`src/sv/sda_pkg.sv`:
```
`timescale 1ns / 1ps

package sda_pkg;

	// Sizing
	localparam int NUM_TARGETS = 64;
	localparam int MAX_DELAY   = 15;
	localparam int TGT_W       = 6;
	localparam int SLOT_W      = 4;
	localparam int SUM_W       = 32;
	localparam int ADDR_W      = TGT_W + SLOT_W;
	localparam int RAM_DEPTH   = 2 ** ADDR_W;
	localparam int QUEUE_DEPTH = 2;
	localparam int QPTR_W      = $clog2(QUEUE_DEPTH);
	localparam int QCNT_W      = $clog2(QUEUE_DEPTH + 1);

	// Item kinds
	localparam logic MODE_DEPOSIT = 1'b0;
	localparam logic MODE_TICK    = 1'b1;

	// Register reset value
	localparam logic [SLOT_W-1:0] MAX_DELAY_RESET = 4'd15;

	// Classified command passed from front to back
	typedef struct packed {
		logic                     tick;
		logic [TGT_W-1:0]         tgt;
		logic [SLOT_W-1:0]        slot;
		logic signed [SUM_W-1:0]  current;
	} cmd_t;

	// Queue status
	typedef struct packed {
		logic full;
		logic empty;
	} q_stat_t;

	// Back-end sequencer states
	typedef enum logic [2:0] {
		ST_CLEAR,
		ST_IDLE,
		ST_DEP_WR,
		ST_TICK_RD,
		ST_TICK_WR
	} st_t;

endpackage

```
`src/sv/sda_front.sv`:
```
`timescale 1ns / 1ps

module sda_front (
	input  logic                             clk,
	input  logic                             arst_n,
	input  logic                             in_valid,
	output logic                             in_ready,
	input  logic                             mode,
	input  logic [sda_pkg::TGT_W-1:0]        target_neuron,
	input  logic [sda_pkg::SLOT_W-1:0]       delay,
	input  logic signed [sda_pkg::SUM_W-1:0] current,
	input  logic                             cfg_valid,
	output logic                             cfg_ready,
	input  logic [sda_pkg::SLOT_W-1:0]       cfg_data,
	input  logic                             clearing,
	input  sda_pkg::q_stat_t                 q_stat,
	output logic                             push,
	output sda_pkg::cmd_t                    push_data
);

	logic [sda_pkg::SLOT_W-1:0] mdu_q;
	logic [sda_pkg::SLOT_W-1:0] ptr_q;
	logic                       reduce_q;
	logic [sda_pkg::SLOT_W-1:0] mdu;
	logic [sda_pkg::SLOT_W-1:0] d_cl;
	logic [sda_pkg::SLOT_W:0]   slot_sum;
	logic [sda_pkg::SLOT_W:0]   slot_wrap;
	logic [sda_pkg::SLOT_W-1:0] dep_slot;
	logic                       tgt_ok;
	logic                       accept;
	logic                       is_tick;

	// Clamp the ring size register to the built depth
	assign mdu = (mdu_q > sda_pkg::SLOT_W'(sda_pkg::MAX_DELAY)) ?
		sda_pkg::SLOT_W'(sda_pkg::MAX_DELAY) : mdu_q;

	// Hold input while the pointer is being reduced, the store cleared or the queue full
	assign in_ready  = !reduce_q && !clearing && !q_stat.full;
	assign cfg_ready = 1'b1;
	assign accept    = in_valid && in_ready;
	assign is_tick   = (mode == sda_pkg::MODE_TICK);

	// Target slot of a deposit: clamp delay, add to pointer, wrap once
	always_comb begin
		d_cl      = (delay > mdu) ? mdu : delay;
		slot_sum  = {1'b0, ptr_q} + {1'b0, d_cl};
		slot_wrap = slot_sum - ({1'b0, mdu} + (sda_pkg::SLOT_W + 1)'(1));
		dep_slot  = (slot_sum > {1'b0, mdu}) ? slot_wrap[sda_pkg::SLOT_W-1:0] :
			slot_sum[sda_pkg::SLOT_W-1:0];
		tgt_ok    = ({1'b0, target_neuron} < (sda_pkg::TGT_W + 1)'(sda_pkg::NUM_TARGETS));
	end

	// Classify the beat; drop deposits to absent targets
	always_comb begin
		push              = accept && (is_tick || tgt_ok);
		push_data.tick    = is_tick;
		push_data.tgt     = target_neuron;
		push_data.slot    = is_tick ? ptr_q : dep_slot;
		push_data.current = current;
	end

	// Ring register, slot pointer and pointer reduction after a resize
	always_ff @(posedge clk or negedge arst_n) begin
		if (!arst_n) begin
			mdu_q    <= sda_pkg::MAX_DELAY_RESET;
			ptr_q    <= '0;
			reduce_q <= 1'b0;
		end else begin
			if (cfg_valid && cfg_ready) begin
				mdu_q    <= cfg_data;
				reduce_q <= 1'b1;
			end else if (reduce_q && !(ptr_q > mdu)) begin
				reduce_q <= 1'b0;
			end
			if (accept && is_tick) begin
				ptr_q <= (ptr_q == mdu) ? '0 : ptr_q + 1'b1;
			end else if (reduce_q && (ptr_q > mdu)) begin
				ptr_q <= ptr_q - (mdu + 1'b1);
			end
		end
	end

endmodule

```
`config.mk`:
```
export PLATFORM = sky130hd
export DESIGN_NAME = sda_front
export DESIGN_NICKNAME = d
export VERILOG_FILES = /design/src/sv/sda_pkg.sv /design/src/sv/sda_front.sv
export SDC_FILE = /design/constraint.sdc
export NUM_CORES = 1
export LEC_CHECK = 0
export BUFFER_PORTS_ARGS = -buffer_cell sky130_fd_sc_hd__buf_2
export CELL_PAD_IN_SITES_DETAIL_PLACEMENT = 0
export CELL_PAD_IN_SITES_GLOBAL_PLACEMENT = 1
export CORE_ASPECT_RATIO = 1.75
export CORE_MARGIN = 8
export CORE_UTILIZATION = 31
export CTS_CLUSTER_SIZE = 8
export DETAILED_ROUTE_END_ITERATION = 12
export GPL_TIMING_DRIVEN = 0
export PLACE_DENSITY_LB_ADDON = 0.25
export SLEW_MARGIN = 20
export SYNTH_ARGS = -nofsm -noshare
export SYNTH_HDL_FRONTEND = slang
export SYNTH_SLANG_ARGS = --single-unit
```
`constraint.sdc`:
```
create_clock -name clk -period 11.35 [get_ports clk]
set_input_delay 1.135 -clock clk [delete_from_list [all_inputs] [get_ports clk]]
set_output_delay 1.135 -clock clk [all_outputs]
set_load 0.03 [all_outputs]
```
==> flow_summary.toml <==
[floorplan]
die_h_um = 105.7
initial_core_util_pct = 32.39
coreArea_um2 = 4404
die_area_um2 = 7113
num_rows = 32
die_w_um = 67.28
ios = 100

[power_and_ir_drop]
switching_share_pct = 49.35
p_clk_share_pct = 7.6
p_switching_uw = 232.2
powerDensity_nw_per_um2 = 258.5
p_comb_share_pct = 79.0
leakagePower_nw = 1.010
seqPwrFrac_pct = 13.4
peakVddDrop_mv = 0.1604
intPower_uw = 238.3

[logic_synthesis]
ys_warn_count = 0
async_reset_ff_share_pct = 100.0
synthCells = 164
synth-main-ff-cell = "dfrtp_1"
synth-edff-count = 0
synth.avg_cell_area_um2 = 8.697
yosysSeqAreaShare_pct = 16.14
synth_area_um2 = 1426
synth_fp_nets = 241
ys_types = 37
synth_seq_cells = 9

[detailed_routing]
wire_per_inst_um = 14.51
wirelength_um = 4006
viasPerCell = 4.696
vias = 1296
drt.antenna.violating_nets = 0
drc = 0
drt_iter0_markers = 11
dr.pass1.iters = 3

[sta]
slew_viol_final = 0
fin_crit_ns = 6.463
max_freq_mhz = 154.7
rsz0062_at_grt = "no"
final_hold_viol_count = 0
finalSetupTns_ns = 0
timing.final.crit_share_pct = 56.95
worst_pin_slew_ns = 0.4932
max-slew-margin-rel_pct = 66.90
finalSetupViolations = 0
clock_skew_ns = 0.003806

[place]
hpwl_um = 3556
port_buffers = 57
routabilityCongestion = 0.8602
placed_area_um2 = 1775

[cells_and_area]
final_common_cell = "buf_2"
final_layout_size_suffix_gt1_share_pct = 49.78
area_growth_syn_to_layout_pct = 27.63
fill_cells = 469
num_antenna_cells = 0
final_cell_mix = "buf_2 (58), buf_4 (40), ha_1 (20)"
final_cell_area_um2 = 1821
nets = 303

[global_route]
antenna_found_initial = 0
grt_max_degree = 11
grt_pass1_vias = 1489
overflow = 0
grt_pass1_wl_um = 6555
track_usage_pct = 11.55

[cts]
root_buffer = "clkbuf_8"
cts_sinks = 9
cts_setup_buffers = 0
cts_tree = "built"
clk_pin_slew_worst_paths_ns = 0.04
ctsResizeCount = 0
clkLatencyLatePin_ns = 0.23
htreeDepth = 1
holdBufCountCts = 0
numCtsBuffers = 3
cts_buffer_depth = 2

[min_path]
min_path_cells = 2
hold_class = "flop to flop"

[job]
maxCapViolCount = 0

[critical_path]
cp.arrival_ns = 5.33
ff2ff_path_depth = 7
critPathRequiredTime_ns = 10.22
worstSetupEndpointType = "output port"
critPathMaxFanout = 5
setup.worst_path.class = "primary input to output port"
startpoint_type = "primary input"

[outcome]
status = "completed"
registers in the layout, indices dropped and copies added (netlist names):
register and count:
mdu_q 4, reduce_q 1, ptr_q 4
cell usage after synthesis, types with 4 or more instances:
master	n	area share (%)
buf_4	40	21
ha_1	20	18
inv_1	14	3.7
nand2_1	10	2.6
mux2i_1	6	4.2
o21ai_0	6	2.1
a21oi_1	5	1.8
dfrtp_1	5	8.8
mux2_2	5	3.9
dfstp_2	4	7.4
xnor2_1	4	2.5
worst paths after layout:
check,slack [ns],end,from
min in group asynchronous,0.75,reduce_q,arst_n
worst max register to register,8.96,ptr_q[0],mdu_q[1]
max in group asynchronous,10.36,mdu_q[1],arst_n
worst min register to register,0.63,mdu_q[3],mdu_q[3]
worst min-delay path,0.63,mdu_q[3],mdu_q[3]
worst max-delay path,4.89,push_data[35],delay[1]
kinds of logic (layout without fill, tap and decap cells):
group / after synthesis / in the layout / share of synthesized area (%)
buffers and inverters: 57 / 118 / 25.61
AOI/OAI and AO/OA: 30 / 30 / 13.60
and+or+nand+nor: 25 / 25 / 8.948
adders and majority gates: 23 / 23 / 21.75
muxes: 13 / 13 / 10.00
DFF: 9 / 9 / 16.14
xor gates and xnor gates: 6 / 6 / 3.684
other: 1 / 1 / 0.2629
critical path, cell delays in order:
cell      delay [ns]
buf_2           0.12
ha_1            0.30
nor2b_1         0.13
o21a_1          0.16
o21a_1          0.16
o21ai_1         0.40
mux2i_1         0.27
ha_1            0.19
inv_1           0.05
fa_1            0.39
xnor2_1         0.27
ha_1            0.32
a211oi_1        0.22
o21ai_1         0.09
a211o_1         0.36
mux2_4          0.32
mux2_2          0.25
buf_2           0.18
power by group through the flow:
stage / combinational [mW] / clock [mW] / sequential, mW
2_1_floorplan: 0.298 / 0 / 0.0549
3_3_place_gp: 0.376 / 0 / 0.0638
3_5_place_dp: 0.375 / 0 / 0.0634
4_1_cts: 0.377 / 0.0368 / 0.0629
5_1_grt: 0.414 / 0.0395 / 0.0651
6_report: 0.372 / 0.0355 / 0.0631
metrics by stage:
step                power (mW)  utilization [%]  setup WS (ns)  std cells  hold slack (ns)
global route            0.5183            41.34          4.596        276           0.6687
detailed placement      0.4381            40.31          4.849        272           0.6423
global placement        0.4399            40.31          4.848        272           0.6351
CTS                     0.4765            41.34          4.843        276           0.6482
finish                  0.4706            41.34          4.887        276           0.6296
floorplan               0.3533                -          5.337        164           0.5359
routing by layer:
layer | track usage (%) | vias up | wire, µm
li1 | - | 645 | -
met1 | 10.04 | 591 | 1275
met2 | 23.16 | 54 | 2381
met3 | 2.545 | 6 | 262
met4 | 4.812 | 0 | 86
met5 | 0 | - | 0
area by class of cell:
type	instances	area [µm²]	area share, %
Inverter	14	52.55	2.887
Sequential cell	9	230.2	12.65
Clock buffer	4	45.04	2.474
Tap cell	51	63.81	3.505
Multi-Input combinational cell	98	830.8	45.64
Buffer	43	312.8	17.18
Timing Repair Buffer	57	285.3	15.67
(Power assumes the default switching activity.)
