### config.mk
export PLATFORM = sky130hd
export DESIGN_NAME = sda_queue
export DESIGN_NICKNAME = d
export VERILOG_FILES = /design/src/sv/sda_pkg.sv /design/src/sv/sda_queue.sv
export SDC_FILE = /design/constraint.sdc
export NUM_CORES = 1
export LEC_CHECK = 0
export CAP_MARGIN = 5
export CORE_AREA = 2 2 122 124
export DETAILED_ROUTE_END_ITERATION = 8
export DIE_AREA = 0 0 124 126
export DONT_BUFFER_PORTS = 1
export GPL_TIMING_DRIVEN = 0
export HOLD_SLACK_MARGIN = 0.1
export PLACE_DENSITY = 0.47
export SLEW_MARGIN = 20
export SYNTH_ARGS = -nofsm -noshare
export SYNTH_HDL_FRONTEND = slang
export SYNTH_SLANG_ARGS = --single-unit
### constraint.sdc
create_clock -name clk -period 3.8 [get_ports clk]
set_input_delay 0.19 -clock clk [delete_from_list [all_inputs] [get_ports clk]]
set_output_delay 0.19 -clock clk [all_outputs]
set_load 0.03 [all_outputs]
### src/sv/sda_pkg.sv
`timescale 1ns / 1ps

package sda_pkg;

	// Sizing
	localparam int NUM_TARGETS = 64;
	localparam int MAX_DELAY   = 15;
	localparam int TGT_W       = 6;
	localparam int SLOT_W      = 4;
	localparam int SUM_W       = 32;
	localparam int ADDR_W      = TGT_W + SLOT_W;
	localparam int RAM_DEPTH   = 2 ** ADDR_W;
	localparam int QUEUE_DEPTH = 2;
	localparam int QPTR_W      = $clog2(QUEUE_DEPTH);
	localparam int QCNT_W      = $clog2(QUEUE_DEPTH + 1);

	// Item kinds
	localparam logic MODE_DEPOSIT = 1'b0;
	localparam logic MODE_TICK    = 1'b1;

	// Register reset value
	localparam logic [SLOT_W-1:0] MAX_DELAY_RESET = 4'd15;

	// Classified command passed from front to back
	typedef struct packed {
		logic                     tick;
		logic [TGT_W-1:0]         tgt;
		logic [SLOT_W-1:0]        slot;
		logic signed [SUM_W-1:0]  current;
	} cmd_t;

	// Queue status
	typedef struct packed {
		logic full;
		logic empty;
	} q_stat_t;

	// Back-end sequencer states
	typedef enum logic [2:0] {
		ST_CLEAR,
		ST_IDLE,
		ST_DEP_WR,
		ST_TICK_RD,
		ST_TICK_WR
	} st_t;

endpackage

### src/sv/sda_queue.sv
`timescale 1ns / 1ps

module sda_queue (
	input  logic             clk,
	input  logic             arst_n,
	input  logic             push,
	input  sda_pkg::cmd_t    push_data,
	input  logic             pop,
	output sda_pkg::cmd_t    head,
	output sda_pkg::q_stat_t stat
);

	sda_pkg::cmd_t                   entry_q [sda_pkg::QUEUE_DEPTH];
	logic [sda_pkg::QPTR_W-1:0]      wr_q;
	logic [sda_pkg::QPTR_W-1:0]      rd_q;
	logic [sda_pkg::QCNT_W-1:0]      cnt_q;
	logic                            do_push;
	logic                            do_pop;

	assign stat.full  = (cnt_q == sda_pkg::QCNT_W'(sda_pkg::QUEUE_DEPTH));
	assign stat.empty = (cnt_q == '0);
	assign do_push    = push && !stat.full;
	assign do_pop     = pop && !stat.empty;
	assign head       = entry_q[rd_q];

	// Store an incoming beat
	always_ff @(posedge clk) begin
		if (do_push) begin
			entry_q[wr_q] <= push_data;
		end
	end

	// Advance pointers and fill count
	always_ff @(posedge clk or negedge arst_n) begin
		if (!arst_n) begin
			wr_q  <= '0;
			rd_q  <= '0;
			cnt_q <= '0;
		end else begin
			if (do_push) begin
				wr_q <= (wr_q == sda_pkg::QPTR_W'(sda_pkg::QUEUE_DEPTH - 1)) ? '0 : wr_q + 1'b1;
			end
			if (do_pop) begin
				rd_q <= (rd_q == sda_pkg::QPTR_W'(sda_pkg::QUEUE_DEPTH - 1)) ? '0 : rd_q + 1'b1;
			end
			unique case ({do_push, do_pop})
				2'b10:   cnt_q <= cnt_q + 1'b1;
				2'b01:   cnt_q <= cnt_q - 1'b1;
				default: cnt_q <= cnt_q;
			endcase
		end
	end

endmodule

==> results of run 1 <==
## layer usage
layer / global-route usage / vias to the layer above / routed length, um
li1: - / 702 / -
met3: 0.03986 / 10 / 446
met4: 0.04362 / 0 / 99
met1: 0.08859 / 741 / 2377
met5: 0 / - / 0
met2: 0.1273 / 57 / 2989
## state kept, by name, indices dropped and copies added (netlist names)
name	cells
wr_q	1
entry_q	86
rd_q	1
cnt_q	2
## placed cells by master, fill, tap and decap left out
master,n
and3_4,1
buf_12,4
buf_16,2
buf_6,1
bufinv_16,1
clkbuf_1,1
clkbuf_16,9
clkinv_1,3
clkinv_2,1
dfrtp_1,4
dlygate4sd3_1,44
edfxtp_1,86
ha_1,1
inv_1,1
mux2_2,4
mux2_4,39
nand2_1,1
nand2b_1,1
nor2_1,2
nor2_4,1
nor2b_2,1
xnor2_1,3
xor2_1,2
## through the flow
stage / util / setup WS [ns] / cells
final: 0.3154 / 2.026 / 397
after global routing: 0.3154 / 1.878 / 397
after global placement: 0.2607 / -0.5625 / 336
after detailed placement: 0.2654 / 2.002 / 338
after CTS: 0.3154 / 1.979 / 397
after floorplan: - / 0.9106 / 152
## cell type report
class | count | area, um^2 | share of cell area
plain buffers | 5 | 91.34 | 0.02023
repair buffers | 46 | 495.5 | 0.1098
well taps | 184 | 230.2 | 0.05100
clock inverters | 5 | 46.29 | 0.01025
multi-input cells | 56 | 735.7 | 0.1630
flip-flops and latches | 90 | 2683 | 0.5942
inverters | 1 | 3.754 | 0.0008315
clock buffers | 10 | 229.0 | 0.05072
## power breakdown
group	internal [mW]	switching [mW]	total, mW	leakage, nW
Clock	0.497	0.333	0.831	0.135
Combinational	0.558	0.874	1.43	0.638
Sequential	1.36	0.0621	1.42	0.846
Total	2.42	1.27	3.68	1.62
## worst paths after layout
| path | start | slack [ns] | end | cells after the start |
|---|---|---|---|---|
| max reg2reg | cnt_q[0] | 2.03 | entry_q[0][36] | 4 |
| min reg2reg | cnt_q[1] | 0.52 | cnt_q[1] | 1 |
| min | arst_n | 0.12 | rd_q | 1 |
| max in group asynchronous | arst_n | 3.51 | cnt_q[0] | 1 |
| max | cnt_q[0] | 2.03 | entry_q[0][36] | 4 |
| min in group clk | pop | 0.12 | rd_q | 2 |
## critical path, delay by kind of cell, from the launching register on
kind	cells	cell delay, ns
and+or+nand+nor	3	0.82
DFF	1	0.41
buffers and inverters	1	0.24
## repair_timing
item | 4_1_cts | 5_1_grt
resized for setup | 0 | 0
endpoints found under the hold margin | 90 | 0
hold buffers | 44 | 0
## kinds of logic (layout without fill, tap and decap cells)
| group | Yosys count | after routing | share of synthesized area |
|---|---|---|---|
| multiplexers | 43 | 43 | 0.1801 |
| AND/OR/NAND/NOR | 7 | 7 | 0.01037 |
| buffers and inverters | 6 | 67 | 0.02716 |
| flip-flops | 90 | 90 | 0.7663 |
| XOR/XNOR | 5 | 5 | 0.01251 |
| adder cells (fa/ha/maj) | 1 | 1 | 0.003573 |
==> impl_metrics.tcl, run 1 <==
set metrics [dict create \
    die_h_um 126 \
    startpoint_type "flip-flop" \
    cap_violations 0 \
    maxSlewHeadroom 0.5665 \
    num-fill-cells 1394 \
    drv_slew 0 \
    diodes 0 \
    criticalPathCategory "reg2reg" \
    drtIter0Drc 55 \
    syn_area_um2 3501 \
    fin_total_pwr_mw 3.684 \
    wl_um 5912 \
    yosysUniqueCellTypes 15 \
    routed_via_density 3.804 \
    drc 0 \
    first_global_vias 1555 \
    fp.dieW_um 124 \
    synth_edf_count 86 \
    yosysWarnings 0 \
    netlist.area_leader.share 0.7377 \
    status "finished clean" \
    ys_top_cells_by_area "edfxtp_1 74%, mux2_4 17%, dfrtp_1 2.9%, buf_12 2.3%, mux2_2 1.3%" \
    ys_seq_area_frac 0.7663 \
    dpl-instance-area_um2 3799 \
    synth.most_common_cell "edfxtp_1" \
    grt_max_degree 44 \
    grt_antenna_before_repair 0 \
    power_density_nw_per_um2 816.1 \
    total_leakage_power_nw 1.619 \
    layout_min_cycle_time_ns 1.774 \
    cts-root-buf "clkbuf_16" \
    grtUsageTotal 0.08076 \
    setup_viol 0 \
    crit_arrival_ns 1.82 \
    overflow 0 \
    area_delta_synth_final_pct 28.95 \
    clock-sinks 90 \
    crit_path_top_delay_cell "nor2_4" \
    clockBufferDepth 2 \
    fmax_ghz 0.5636 \
    dr.pass1.iters 5 \
    ios 92 \
    hp-class "in2async" \
    fin_nets 257 \
    synth-seq-cells 90 \
    yosys-top-cells-count "86 x edfxtp_1, 39 x mux2_4, 4 x buf_12, 4 x dfrtp_1, 4 x mux2_2" \
    syn_nets 200 \
    synth_area_leader_cell "edfxtp_1" \
    fp.dieArea_um2 15620 \
    clock_latency_ns 0.33 \
    synth_cells 152 \
    cts_tree "yes" \
    min_period_over_period 0.4669 \
    holdWs_ns 0.1230 \
    coreArea_um2 14310 \
    cts.clk_slew.worst_paths_ns 0.06 \
    crit_fanout 17 \
    port_buffers 0 \
    via_count 1510 \
    synth_ff_type "edfxtp_1" \
    grt_pass1_wl_um 8631 \
    hold_viol 0 \
    max_slew.worst_pin.slew_ns 0.6479 \
    clock-skew-final_ns 0.004243 \
    row_count 44 \
    post-cts-setup-buffers 0 \
    avgSynthCellArea_um2 23.03 \
    gp_congestion 0.5544 \
    crit_required_ns 3.84 \
    worstPathCellList "nand2b_1 -> nand2_1 -> nor2_4 -> buf_16" \
    drive_above_1_share 0.3005 \
    initial_utilization 0.2446 \
    cts_buffers 9 \
    peakVddDrop_mv 0.4749 \
    synthArstFlopShare 0.04444 \
    max_stage_delay_ns 0.51 \
    setup_tns_ns 0 \
    end_kind "flip-flop" \
    cts_max_level 3 \
    final_cell_area_um2 4514 \
    ant_nets 0 \
    rsz0062_at_grt "no" \
    drt-wirelength-per-cell_um 14.89 \
]
Note: power is estimated with default switching activity, not from simulation.
==> inputs of run 2 (changes only) <==
clock period = 1.76 ns   (was 3.8 ns; I/O delays follow)
==> run 2 against run 1 <==
Compared with the run above: non-clock buffer count increased by 4; largest power group unchanged; critical path type unchanged; register-to-register slack got worse by 1.9 ns; global-route usage increased by 0.20 points.
==> impl_metrics.tcl, run 2 (synthesis results as in run 1) <==
set metrics [dict create \
    status "finished clean" \
    cts_tree "yes" \
    hp-start "push" \
    cts.clk_slew.worst_paths_ns 0.06 \
    overflow 0 \
    end_kind "flip-flop" \
    clock_latency_ns 0.34 \
    fp.dieArea_um2 15620 \
    setup_viol 0 \
    drv_slew 0 \
    num-fill-cells 1407 \
    rr_endpoint "entry_q[1][41]" \
    final_common_cell "edfxtp_1" \
    top_register "entry_q" \
    cap_violations 0 \
    grtUsageTotal 0.08280 \
    crit_fanout 43 \
    p_comb_frac 0.399 \
    ant_nets 0 \
    port_buffers 0 \
    p_int_mw 5.112 \
    worstHoldPathCells 1 \
    area_delta_synth_final_pct 29.56 \
    row_count 44 \
    startpoint_type "flip-flop" \
    largestRegisters "entry_q (86), cnt_q (2)" \
    final_cell_area_um2 4536 \
    maxSlewHeadroom 0.5608 \
    cts_max_level 3 \
    grt_antenna_before_repair 0 \
    drc 0 \
    r2r-start "cnt_q[0]" \
    via_count 1534 \
    fin_ws_ns 0.1395 \
    drive_above_1_share 0.2963 \
    sw_frac_of_total 0.3476 \
    cts_buffers 9 \
    ios 92 \
    dpl-instance-area_um2 3799 \
    rsz0062_at_grt "no" \
    gp_congestion 0.5485 \
    fp.dieW_um 124 \
    coreArea_um2 14310 \
    grt_max_degree 44 \
    wl_um 6047 \
    layout_min_cycle_time_ns 1.620 \
    ff2ff_path_depth 2 \
    hold_viol 0 \
    total_leakage_power_nw 1.622 \
    fin_nets 261 \
    drt-wirelength-per-cell_um 15.12 \
    drtIter0Drc 35 \
    clock-sinks 90 \
    min_period_over_period 0.9207 \
    crit_arrival_ns 1.59 \
    initial_utilization 0.2446 \
    power_density_nw_per_um2 1728 \
    pre_cts_ws_ns -0.05191 \
    routed_via_density 3.835 \
    clkPwrFrac 0.209 \
    pwr-share-seq 0.392 \
    first_global_vias 1643 \
    final_core_util 0.3169 \
    max_slew.worst_pin.slew_ns 0.6588 \
    cts-root-buf "clkbuf_16" \
    crit_required_ns 1.73 \
    clock-skew-final_ns 0.004026 \
    reg2reg_slack_ns 0.14 \
    grt_pass1_wl_um 8963 \
    clockBufferDepth 2 \
    largest_reg_flops 86 \
    hp-class "in2reg" \
    switchingPower_mw 2.724 \
    dr.pass1.iters 4 \
    hold_end "entry_q[1][5]" \
    die_h_um 126 \
    dp_hpwl_um 3912 \
    mostFrequentLayoutCells "86 x edfxtp_1, 47 x dlygate4sd3_1, 39 x mux2_4" \
    criticalPathCategory "reg2reg" \
    fmax_ghz 0.6171 \
    diodes 0 \
    peakVddDrop_mv 1.047 \
]
[run 2: cell types whose count changed in the layout (fill, tap and decap cells not counted)]
cell	delta
clkbuf_1	+3
dlygate4sd3_1	+3
clkinv_1	-2
buf_12	+1
bufinv_16	-1
clkinv_2	-1
nor2_1	-1
nor2_2	+1
[run 2: timing repair]
action	CTS	global route
setup buffers	1	0
setup endpoints to repair	31	12
gates resized for setup	1	0
pin swaps	1	1
hold buffers	47	0
hold endpoints to repair	92	0
[run 2: area by class of cell]
class | count | area (um^2) | share of cell area
Clock buffer | 13 | 240.2 | 0.05297
Clock inverter | 1 | 3.754 | 0.0008276
Tap cell | 184 | 230.2 | 0.05076
Sequential cell | 90 | 2683 | 0.5914
Multi-Input combinational cell | 56 | 738.2 | 0.1628
Inverter | 1 | 3.754 | 0.0008276
Timing Repair Buffer | 50 | 545.5 | 0.1203
Buffer | 5 | 91.34 | 0.02014
[run 2: per-stage QoR]
| stage | setup TNS, ns | cells | power, mW | hold WS, ns |
|---|---|---|---|---|
| global route | 0 | 400 | 8.270 | 0.3930 |
| global placement | -31.74 | 336 | 6.096 | -0.2075 |
| CTS | 0 | 400 | 8.041 | 0.3424 |
| detailed placement | -1.344 | 338 | 6.215 | -0.2075 |
| floorplan | 0 | 152 | 5.682 | -0.2076 |
| finish | 0 | 400 | 7.836 | 0.3612 |
[run 2: power groups by stage]
stage	clock network [mW]	registers [mW]	logic, mW
global route	1.82	3.12	3.33
floorplan	0	3.09	2.59
finish	1.63	3.07	3.13
detailed placement	0	3.12	3.09
global placement	0	3.12	2.98
CTS	1.73	3.08	3.23
[run 2: worst max-delay path, stage by stage, from the launching register on]
cell	delay (ns)
dfrtp_1	0.42
nand2b_1	0.17
and3_4	0.64
[run 2: worst max-delay path by stage]
| stage | cells past startpoint | to | startpoint | slack, ns |
|---|---|---|---|---|
| 3_5_place_dp | 4 | entry_q[0][24] | cnt_q[0] | -0.05 |
| 2_1_floorplan | 3 | entry_q[0][0] | cnt_q[0] | 0.04 |
| 6_report | 2 | entry_q[1][41] | cnt_q[0] | 0.14 |
| 4_1_cts | 2 | entry_q[1][42] | cnt_q[0] | 0.07 |
| 3_3_place_gp | 3 | entry_q[0][33] | cnt_q[0] | -0.51 |
| 5_1_grt | 2 | entry_q[1][35] | cnt_q[0] | 0.001 |
[run 2: metal layers]
layer  vias to the layer above  track usage  share of wire
li1                        711            -              -
met1                       759      0.09109           0.39
met2                        53       0.1338           0.51
met3                        11      0.02853          0.069
met4                         0      0.05552          0.028
met5                         -            0              0
